--- src/hw/rtl/stp_pkg.sv ---
// stepper phase sequencer package: command codes, register indexes, result beat type
// and the coil pattern tables. no dependencies.
`default_nettype none

package stp_pkg;

   // command codes of a request beat
   localparam logic [1:0] KIND_TICK  = 2'd0;
   localparam logic [1:0] KIND_LOAD  = 2'd1;
   localparam logic [1:0] KIND_START = 2'd2;
   localparam logic [1:0] KIND_STOP  = 2'd3;

   // register indexes of the csr port
   localparam logic CSR_DRIVE_MODE   = 1'b0;
   localparam logic CSR_TICK_REPEATS = 1'b1;

   // drive modes
   localparam logic [1:0] MODE_FULL = 2'd0;
   localparam logic [1:0] MODE_WAVE = 2'd1;
   localparam logic [1:0] MODE_HALF = 2'd2;

   localparam int STEP_W = 31;
   localparam int TICK_W = 12;
   localparam int REP_W  = 11;

   // coil pattern bits: [3] a on, [2] a fwd, [1] b on, [0] b fwd
   localparam logic [3:0] PAT_ENABLES = 4'b1010;

   typedef struct packed {
      logic              status;
      logic [3:0]        coils;
      logic              is_stepping;
      logic [STEP_W-1:0] steps_left;
   } rsp_type;

   function automatic logic [3:0] full_pat(input logic [1:0] q);
      logic [3:0] r;
      unique case (q)
         2'd0: r = 4'hF;
         2'd1: r = 4'hE;
         2'd2: r = 4'hA;
         default: r = 4'hB;
      endcase
      return r;
   endfunction

   function automatic logic [3:0] wave_pat(input logic [1:0] q);
      logic [3:0] r;
      unique case (q)
         2'd0: r = 4'hD;
         2'd1: r = 4'h7;
         2'd2: r = 4'h9;
         default: r = 4'h6;
      endcase
      return r;
   endfunction

   function automatic logic [3:0] half_pat(input logic [2:0] p);
      logic [3:0] r;
      unique case (p)
         3'd0: r = 4'hD;
         3'd1: r = 4'hF;
         3'd2: r = 4'h7;
         3'd3: r = 4'hB;
         3'd4: r = 4'h9;
         3'd5: r = 4'hA;
         3'd6: r = 4'h6;
         default: r = 4'hE;
      endcase
      return r;
   endfunction

endpackage

`default_nettype wire

--- src/hw/rtl/stp_out_buf.sv ---
// two-entry result buffer (output register plus skid stage) for the rsp channel.
// depends on stp_pkg for the result beat type.
`default_nettype none

module stp_out_buf (
   input  wire logic             clock,
   input  wire logic             reset,
   input  wire logic             in_valid,
   output logic                  in_stall,
   input  wire stp_pkg::rsp_type in_data,
   output logic                  out_valid,
   input  wire logic             out_stall,
   output stp_pkg::rsp_type      out_data
);

   logic             out_valid_ff, out_valid_in;
   logic             skid_valid_ff, skid_valid_in;
   stp_pkg::rsp_type out_ff, out_in;
   stp_pkg::rsp_type skid_ff, skid_in;
   logic             take;
   logic             accept;

   assign take      = out_valid_ff & ~out_stall;
   assign accept    = in_valid & ~skid_valid_ff;
   assign in_stall  = skid_valid_ff;
   assign out_valid = out_valid_ff;
   assign out_data  = out_ff;

   always_comb begin
      out_valid_in  = out_valid_ff;
      skid_valid_in = skid_valid_ff;
      out_in        = out_ff;
      skid_in       = skid_ff;
      if (take) begin
         if (skid_valid_ff) begin
            out_in        = skid_ff;
            skid_valid_in = accept;
            skid_in       = in_data;
         end else begin
            out_valid_in = accept;
            out_in       = in_data;
         end
      end else if (!out_valid_ff) begin
         out_valid_in = accept;
         out_in       = in_data;
      end else if (accept) begin
         // result still waiting, park the new beat in the skid stage
         skid_valid_in = 1'b1;
         skid_in       = in_data;
      end
   end

   always_ff @(posedge clock) begin
      if (reset) begin
         out_valid_ff  <= 1'b0;
         skid_valid_ff <= 1'b0;
      end else begin
         out_valid_ff  <= out_valid_in;
         skid_valid_ff <= skid_valid_in;
      end
      out_ff  <= out_in;
      skid_ff <= skid_in;
   end

endmodule

`default_nettype wire

--- src/hw/rtl/stepper_phase_sequencer.sv ---
// top level of the bipolar stepper phase sequencer: command decode, step state and
// coil sequencing. depends on stp_pkg and stp_out_buf.
//
// usage:
//   req channel (req_valid / req_stall) carries one command beat: tick, load steps,
//   start or stop. rsp channel (rsp_valid / rsp_stall) returns exactly one result
//   beat per command: status, the held coil pattern, stepping flag and steps left.
//   the csr port (csr_write, csr_index, csr_data) sets drive mode and tick repeats;
//   write it only while no command is in flight.
//   the result of an accepted command is registered in the output buffer.
//   throughput: one command per cycle while req_stall is low; the state update is
//   a single registered pass. a two-entry output buffer lets one more command in
//   while a result waits; req_stall is high whenever both entries are full.
//   reset (synchronous, active high) returns to ready, phase 0, forward, zero
//   steps, tick count 0, all coil pattern bits set, csr registers 0, and empties
//   the output buffer.
`default_nettype none

module stepper_phase_sequencer #(
   parameter int COUNT_BITS = 31
) (
   input  wire logic                       clock,
   input  wire logic                       reset,
   input  wire logic                       csr_write,
   input  wire logic                       csr_index,
   input  wire logic [stp_pkg::REP_W-1:0]  csr_data,
   input  wire logic                       req_valid,
   output logic                            req_stall,
   input  wire logic [1:0]                 req_kind,
   input  wire logic                       req_move_reverse,
   input  wire logic [stp_pkg::STEP_W-1:0] req_step_total,
   output logic                            rsp_valid,
   input  wire logic                       rsp_stall,
   output logic                            rsp_status,
   output logic                            rsp_coil_a_on,
   output logic                            rsp_coil_a_fwd,
   output logic                            rsp_coil_b_on,
   output logic                            rsp_coil_b_fwd,
   output logic                            rsp_is_stepping,
   output logic [stp_pkg::STEP_W-1:0]      rsp_steps_left
);

   typedef enum logic [1:0] {
      RS_READY    = 2'd0,
      RS_STEPPING = 2'd1,
      RS_HALTED   = 2'd2
   } run_state_type;

   localparam logic [stp_pkg::STEP_W-1:0] CountMax =
      stp_pkg::STEP_W'((64'd1 << COUNT_BITS) - 64'd1);

   logic [1:0]                   drive_mode_ff;
   logic [stp_pkg::REP_W-1:0]    tick_repeats_ff;
   run_state_type                run_state_ff, run_state_in;
   logic [2:0]                   phase_ff, phase_in;
   logic                         reverse_ff, reverse_in;
   logic [COUNT_BITS-1:0]        remaining_ff, remaining_in;
   logic [stp_pkg::TICK_W-1:0]   tick_count_ff, tick_count_in;
   logic [3:0]                   coils_ff, coils_in;

   logic                         accept;
   logic                         buf_stall;
   logic                         status;
   logic [stp_pkg::TICK_W-1:0]   tick_next;
   logic [1:0]                   q;
   stp_pkg::rsp_type             rsp_in;
   stp_pkg::rsp_type             rsp_out;

   assign accept    = req_valid & ~buf_stall;
   assign req_stall = buf_stall;

   always_comb begin
      run_state_in  = run_state_ff;
      phase_in      = phase_ff;
      reverse_in    = reverse_ff;
      remaining_in  = remaining_ff;
      tick_count_in = tick_count_ff;
      coils_in      = coils_ff;
      status        = 1'b0;
      tick_next     = tick_count_ff + 1'b1;
      q             = (phase_ff > 3'd3) ? 2'd3 : phase_ff[1:0];
      unique case (req_kind)
         stp_pkg::KIND_TICK: begin
            tick_count_in = tick_next;
            if (tick_next > {1'b0, tick_repeats_ff}) begin
               tick_count_in = '0;
               if (run_state_ff == RS_STEPPING) begin
                  if (remaining_ff <= COUNT_BITS'(1)) begin
                     remaining_in = '0;
                     run_state_in = RS_HALTED;
                     coils_in     = coils_ff & ~stp_pkg::PAT_ENABLES;
                  end else begin
                     remaining_in = remaining_ff - 1'b1;
                     if (drive_mode_ff == stp_pkg::MODE_HALF) begin
                        coils_in = stp_pkg::half_pat(phase_ff);
                        phase_in = reverse_ff ? phase_ff - 1'b1 : phase_ff + 1'b1;
                     end else begin
                        coils_in = (drive_mode_ff == stp_pkg::MODE_WAVE) ?
                                   stp_pkg::wave_pat(q) : stp_pkg::full_pat(q);
                        phase_in = {1'b0, (reverse_ff ? q - 1'b1 : q + 1'b1)};
                     end
                  end
               end
            end
         end
         stp_pkg::KIND_LOAD: begin
            if (req_step_total == '0) begin
               status = 1'b1;
            end else begin
               reverse_in   = req_move_reverse;
               remaining_in = (req_step_total > CountMax) ? CountMax[COUNT_BITS-1:0]
                                                         : req_step_total[COUNT_BITS-1:0];
            end
         end
         stp_pkg::KIND_START: begin
            if (remaining_ff == '0 || run_state_ff == RS_STEPPING) begin
               status = 1'b1;
            end else begin
               run_state_in = RS_STEPPING;
               coils_in     = coils_ff | stp_pkg::PAT_ENABLES;
            end
         end
         default: begin
            if (run_state_ff == RS_HALTED) begin
               status = 1'b1;
            end else begin
               run_state_in = RS_HALTED;
               coils_in     = coils_ff & ~stp_pkg::PAT_ENABLES;
            end
         end
      endcase
      rsp_in.status      = status;
      rsp_in.coils       = coils_in;
      rsp_in.is_stepping = (run_state_in == RS_STEPPING);
      rsp_in.steps_left  = stp_pkg::STEP_W'(remaining_in);
   end

   always_ff @(posedge clock) begin
      if (reset) begin
         drive_mode_ff   <= stp_pkg::MODE_FULL;
         tick_repeats_ff <= '0;
         run_state_ff    <= RS_READY;
         phase_ff        <= '0;
         reverse_ff      <= 1'b0;
         remaining_ff    <= '0;
         tick_count_ff   <= '0;
         coils_ff        <= 4'hF;
      end else begin
         if (csr_write) begin
            if (csr_index == stp_pkg::CSR_DRIVE_MODE) begin
               drive_mode_ff <= csr_data[1:0];
            end else begin
               tick_repeats_ff <= csr_data;
            end
         end
         if (accept) begin
            run_state_ff  <= run_state_in;
            phase_ff      <= phase_in;
            reverse_ff    <= reverse_in;
            remaining_ff  <= remaining_in;
            tick_count_ff <= tick_count_in;
            coils_ff      <= coils_in;
         end
      end
   end

   stp_out_buf u_out_buf (
      .clock     (clock),
      .reset     (reset),
      .in_valid  (req_valid),
      .in_stall  (buf_stall),
      .in_data   (rsp_in),
      .out_valid (rsp_valid),
      .out_stall (rsp_stall),
      .out_data  (rsp_out)
   );

   assign rsp_status      = rsp_out.status;
   assign rsp_coil_a_on   = rsp_out.coils[3];
   assign rsp_coil_a_fwd  = rsp_out.coils[2];
   assign rsp_coil_b_on   = rsp_out.coils[1];
   assign rsp_coil_b_fwd  = rsp_out.coils[0];
   assign rsp_is_stepping = rsp_out.is_stepping;
   assign rsp_steps_left  = rsp_out.steps_left;

endmodule

`default_nettype wire

--- config.mk ---
export PLATFORM = sky130hd
export DESIGN_NAME = stepper_phase_sequencer
export DESIGN_NICKNAME = d
export VERILOG_FILES = /design/src/hw/rtl/stp_pkg.sv /design/src/hw/rtl/stp_out_buf.sv /design/src/hw/rtl/stepper_phase_sequencer.sv
export SDC_FILE = /design/constraint.sdc
export NUM_CORES = 1
export LEC_CHECK = 0
export BUFFER_PORTS_ARGS = -buffer_cell sky130_fd_sc_hd__clkbuf_2
export CORE_ASPECT_RATIO = 2
export CORE_MARGIN = 2
export CORE_UTILIZATION = 60
export CTS_BUF_LIST = sky130_fd_sc_hd__clkbuf_8
export DETAILED_ROUTE_END_ITERATION = 6
export PLACE_DENSITY = 0.81
export REMOVE_ABC_BUFFERS = 1
export SYNTH_ARGS = -nofsm -noshare
export SYNTH_HDL_FRONTEND = slang
export SYNTH_SLANG_ARGS = --single-unit
--- constraint.sdc ---
create_clock -name clock -period 7.8 [get_ports clock]
set_clock_uncertainty 0.15 [all_clocks]
set_input_delay 0.78 -clock clock [delete_from_list [all_inputs] [get_ports clock]]
set_output_delay 0.78 -clock clock [all_outputs]
set_load 0.005 [all_outputs]
==> impl_metrics.yaml <==
cts:
  clkSinkCount: 142
  clk_latency_ns: 0.48
  cts_tree: "built"
  ctsResizeCount: 0
  cts_buffers: 17
  cts_root_buffer: "clkbuf_8"
  clk_pin_slew_ns: 0.09
  cts_buffer_depth: 2
  post_cts_buffers: 0
  holdBufCountCts: 0
  h-tree-depth: 4
pwr:
  p_sw_mw: 0.549
  switching_share: 0.302
  power_density_nw_per_um2: 204
  peakVddDrop_uv: 138
  clkPwrFrac: 0.351
  p_leak_nw: 3.52
  p_seq_frac: 0.477
  internal_power_mw: 1.27
  p_total_mw: 1.82
  comb_power_share: 0.172
global_routing:
  grt_overflow: 0
  grt_pass1_wl_microns: 35700
  first_global_vias: 7268
  antenna_found_initial: 0
  grt.total_usage: 0.318
  grt_max_degree: 60
die:
  design.core.area_sq_um: 13000
  num_io_pins: 90
  start_util: 0.615
  die_x_microns: 85.6
  dieArea_sq_um: 14300
  row_count: 59
  die_y_microns: 167
sta:
  post-route-period-util: 0.572
  worst_slew_pin_slew_ns: 1.09
  hold_viol_final: 0
  fmax_mhz: 224
  slew_violations: 0
  finalCriticalPeriod_ns: 4.46
  setup_tns_ns: 0
  worst_slack_ns: 3.34
  slew_headroom: 0.272
  rsz0062_at_grt: "no"
  setup_viol: 0
cells_and_area:
  fill_cells: 1064
  antenna_cells: 0
  nNetsFinal: 1015
  drive_above_1_share: 0.184
  area_delta_synth_final_pct: 11.4
  final_util: 0.685
critical_path:
  cp.arrival_ns: 4.54
  worst_ep_required_time_ns: 7.89
  reg2reg_to: "u_out_buf.out_data[3]"
  cp_max_fo: 23
  end_kind: "flop"
  crit_type: "reg -> reg"
  r2r_slack_ns: 3.34
  reg2reg_depth: 13
  r2r_start: "tick_count_ff[2]"
  startpoint_type: "flop"
route:
  drt_wl_total_microns: 22800
  drt-vias-per-instance: 6.79
  vias: 7514
  first_iter_violations: 853
  wl_per_cell_microns: 20.7
  post-route-drc-count: 1
  ant_nets: 0
  dr.pass1.iters: 7
logic_synthesis:
  avgSynthCellArea_sq_um: 9.10
  ys.warnings.count: 0
  synth_top_cell_by_area: "edfxtp_1"
  synth_commonest_cells: "104 x nand2_1, 78 x nor2_1, 74 x edfxtp_1, 68 x dfxtp_1, 63 x a21oi_1"
  yosysMostFrequentCell: "nand2_1"
  synth_flop_cell: "edfxtp_1"
  synth_edf_count: 74
  synthTopCellsByArea: "edfxtp_1 28%, dfxtp_1 17%, nand2_1 4.9%"
  yosys.area.top_type_share: 0.278
  synth_cells: 878
  synth.yosys.seq_area_share: 0.449
  ys_seq_elements: 142
  synthArstFlopShare: 0
  ys_types: 76
  synth.cell_area_sq_um: 7990
run_status:
  violations: "design-rule violations"
  status: "finished with violations"
job:
  max_cap_violations: 0
hold_path:
  hold_class: "reg -> reg"
  holdCritStartpoint: "tick_repeats_ff[2]"
  whs_path_depth: 2
  min_to: "tick_repeats_ff[2]"
place:
  gp_congestion: 0.950
  portBuffers: 89
  post-place-ws_ns: 3.37
  dpl.hpwl_microns: 15800
-- registers in the layout, indices dropped and copies added, names as in the netlist --
register / count
u_out_buf.skid_ff: 37
u_out_buf.out_valid: 1
phase_ff: 3
tick_repeats_ff: 11
u_out_buf.out_data: 37
drive_mode_ff: 2
coils_ff: 4
tick_count_ff: 12
reverse_ff: 1
remaining_ff: 31
u_out_buf.in_stall: 1
run_state_ff: 2
-- power by group through the flow --
stage	clock network [mW]	logic [mW]	registers [mW]
global route	0.665	0.339	0.872
global placement	0	0.300	0.881
floorplan	0	0.186	0.880
finish	0.638	0.314	0.867
detailed placement	0	0.305	0.883
CTS	0.643	0.307	0.866
-- critical path, stage by stage, from the launching register on --
cell      delay, ns
dfxtp_1        0.43
and4_1         0.29
and3_1         0.19
nand2_1        0.07
xnor2_1        0.36
ha_1           0.34
o21a_1         0.19
o21ai_0        0.14
a21oi_1        0.11
o21a_1         0.25
o211ai_2       0.91
nor3_1         0.13
or3_1          0.39
mux2_2         0.27
-- metal layers --
| metal | up-vias | part of all wire | wire [microns] | track usage |
|---|---|---|---|---|
| met2 | 450 | 0.51 | 11700 | 0.558 |
| met3 | 152 | 0.073 | 1670 | 0.0527 |
| met4 | 0 | 0.077 | 1750 | 0.211 |
| met1 | 3492 | 0.34 | 7760 | 0.341 |
| li1 | 3420 | - | - | - |
| met5 | - | 0 | 0 | 0 |
-- worst max-delay path by stage --
stage                     startpoint  cells past startpoint                     end  slack, ns
floorplan                  rsp_stall                      2    u_out_buf.skid_ff[0]       2.80
global placement         req_kind[0]                      8  u_out_buf.out_data[30]       3.51
detailed placement       req_kind[0]                      8  u_out_buf.out_data[26]       3.37
CTS                 tick_count_ff[2]                     13  u_out_buf.out_data[30]       3.41
global route        tick_count_ff[2]                     13  u_out_buf.out_data[30]       3.03
finish              tick_count_ff[2]                     13   u_out_buf.out_data[3]       3.34
-- per-stage QoR --
step | hold WS (ns) | std cells | cell area [sq um]
3_3_place_gp | 0.293 | 1074 | 8480
5_1_grt | 0.341 | 1106 | 8890
2_1_floorplan | 0.280 | 822 | 7730
4_1_cts | 0.309 | 1106 | 8890
3_5_place_dp | 0.298 | 1074 | 8480
6_report | 0.309 | 1106 | 8890
-- layout make-up --
class	instances	area, sq um	area share
sequential	142	3580	0.403
clock buffer	17	234	0.0263
timing repair buffer	100	528	0.0594
inverter	29	109	0.0122
tap	152	190	0.0214
multi-input combinational	651	4070	0.457
clock inverter	15	184	0.0207
-- layout by cell type, fill, tap and decap left out, drive strengths merged, types with 7 or more instances in the layout --
cell type	count
nand3	29
nand4	11
a21o	9
a22oi	19
a221oi	9
clkbuf	106
nand2b	13
or3	11
dfxtp	68
ha	23
or4	9
nor2b	7
mux2	21
nor2	78
mux2i	9
edfxtp	74
nor3	29
xnor2	8
o21ai	60
o211ai	11
a21oi	65
o31ai	8
buf	11
a31oi	22
inv	35
nand2	105
nor4	20
-- logic make-up (layout without fill, tap and decap cells) --
kind of cell               Yosys count  count (layout)  share of synthesized area
AOI/OAI and AO/OA                  255             255                      0.214
xor gates and xnor gates            12              12                     0.0132
adders and majority gates           23              23                     0.0360
buffers and inverters               85             161                     0.0456
DFF                                142             142                      0.449
muxes                               30              30                     0.0414
and+or+nand+nor                    331             331                      0.202
(Power assumes the default switching activity.)
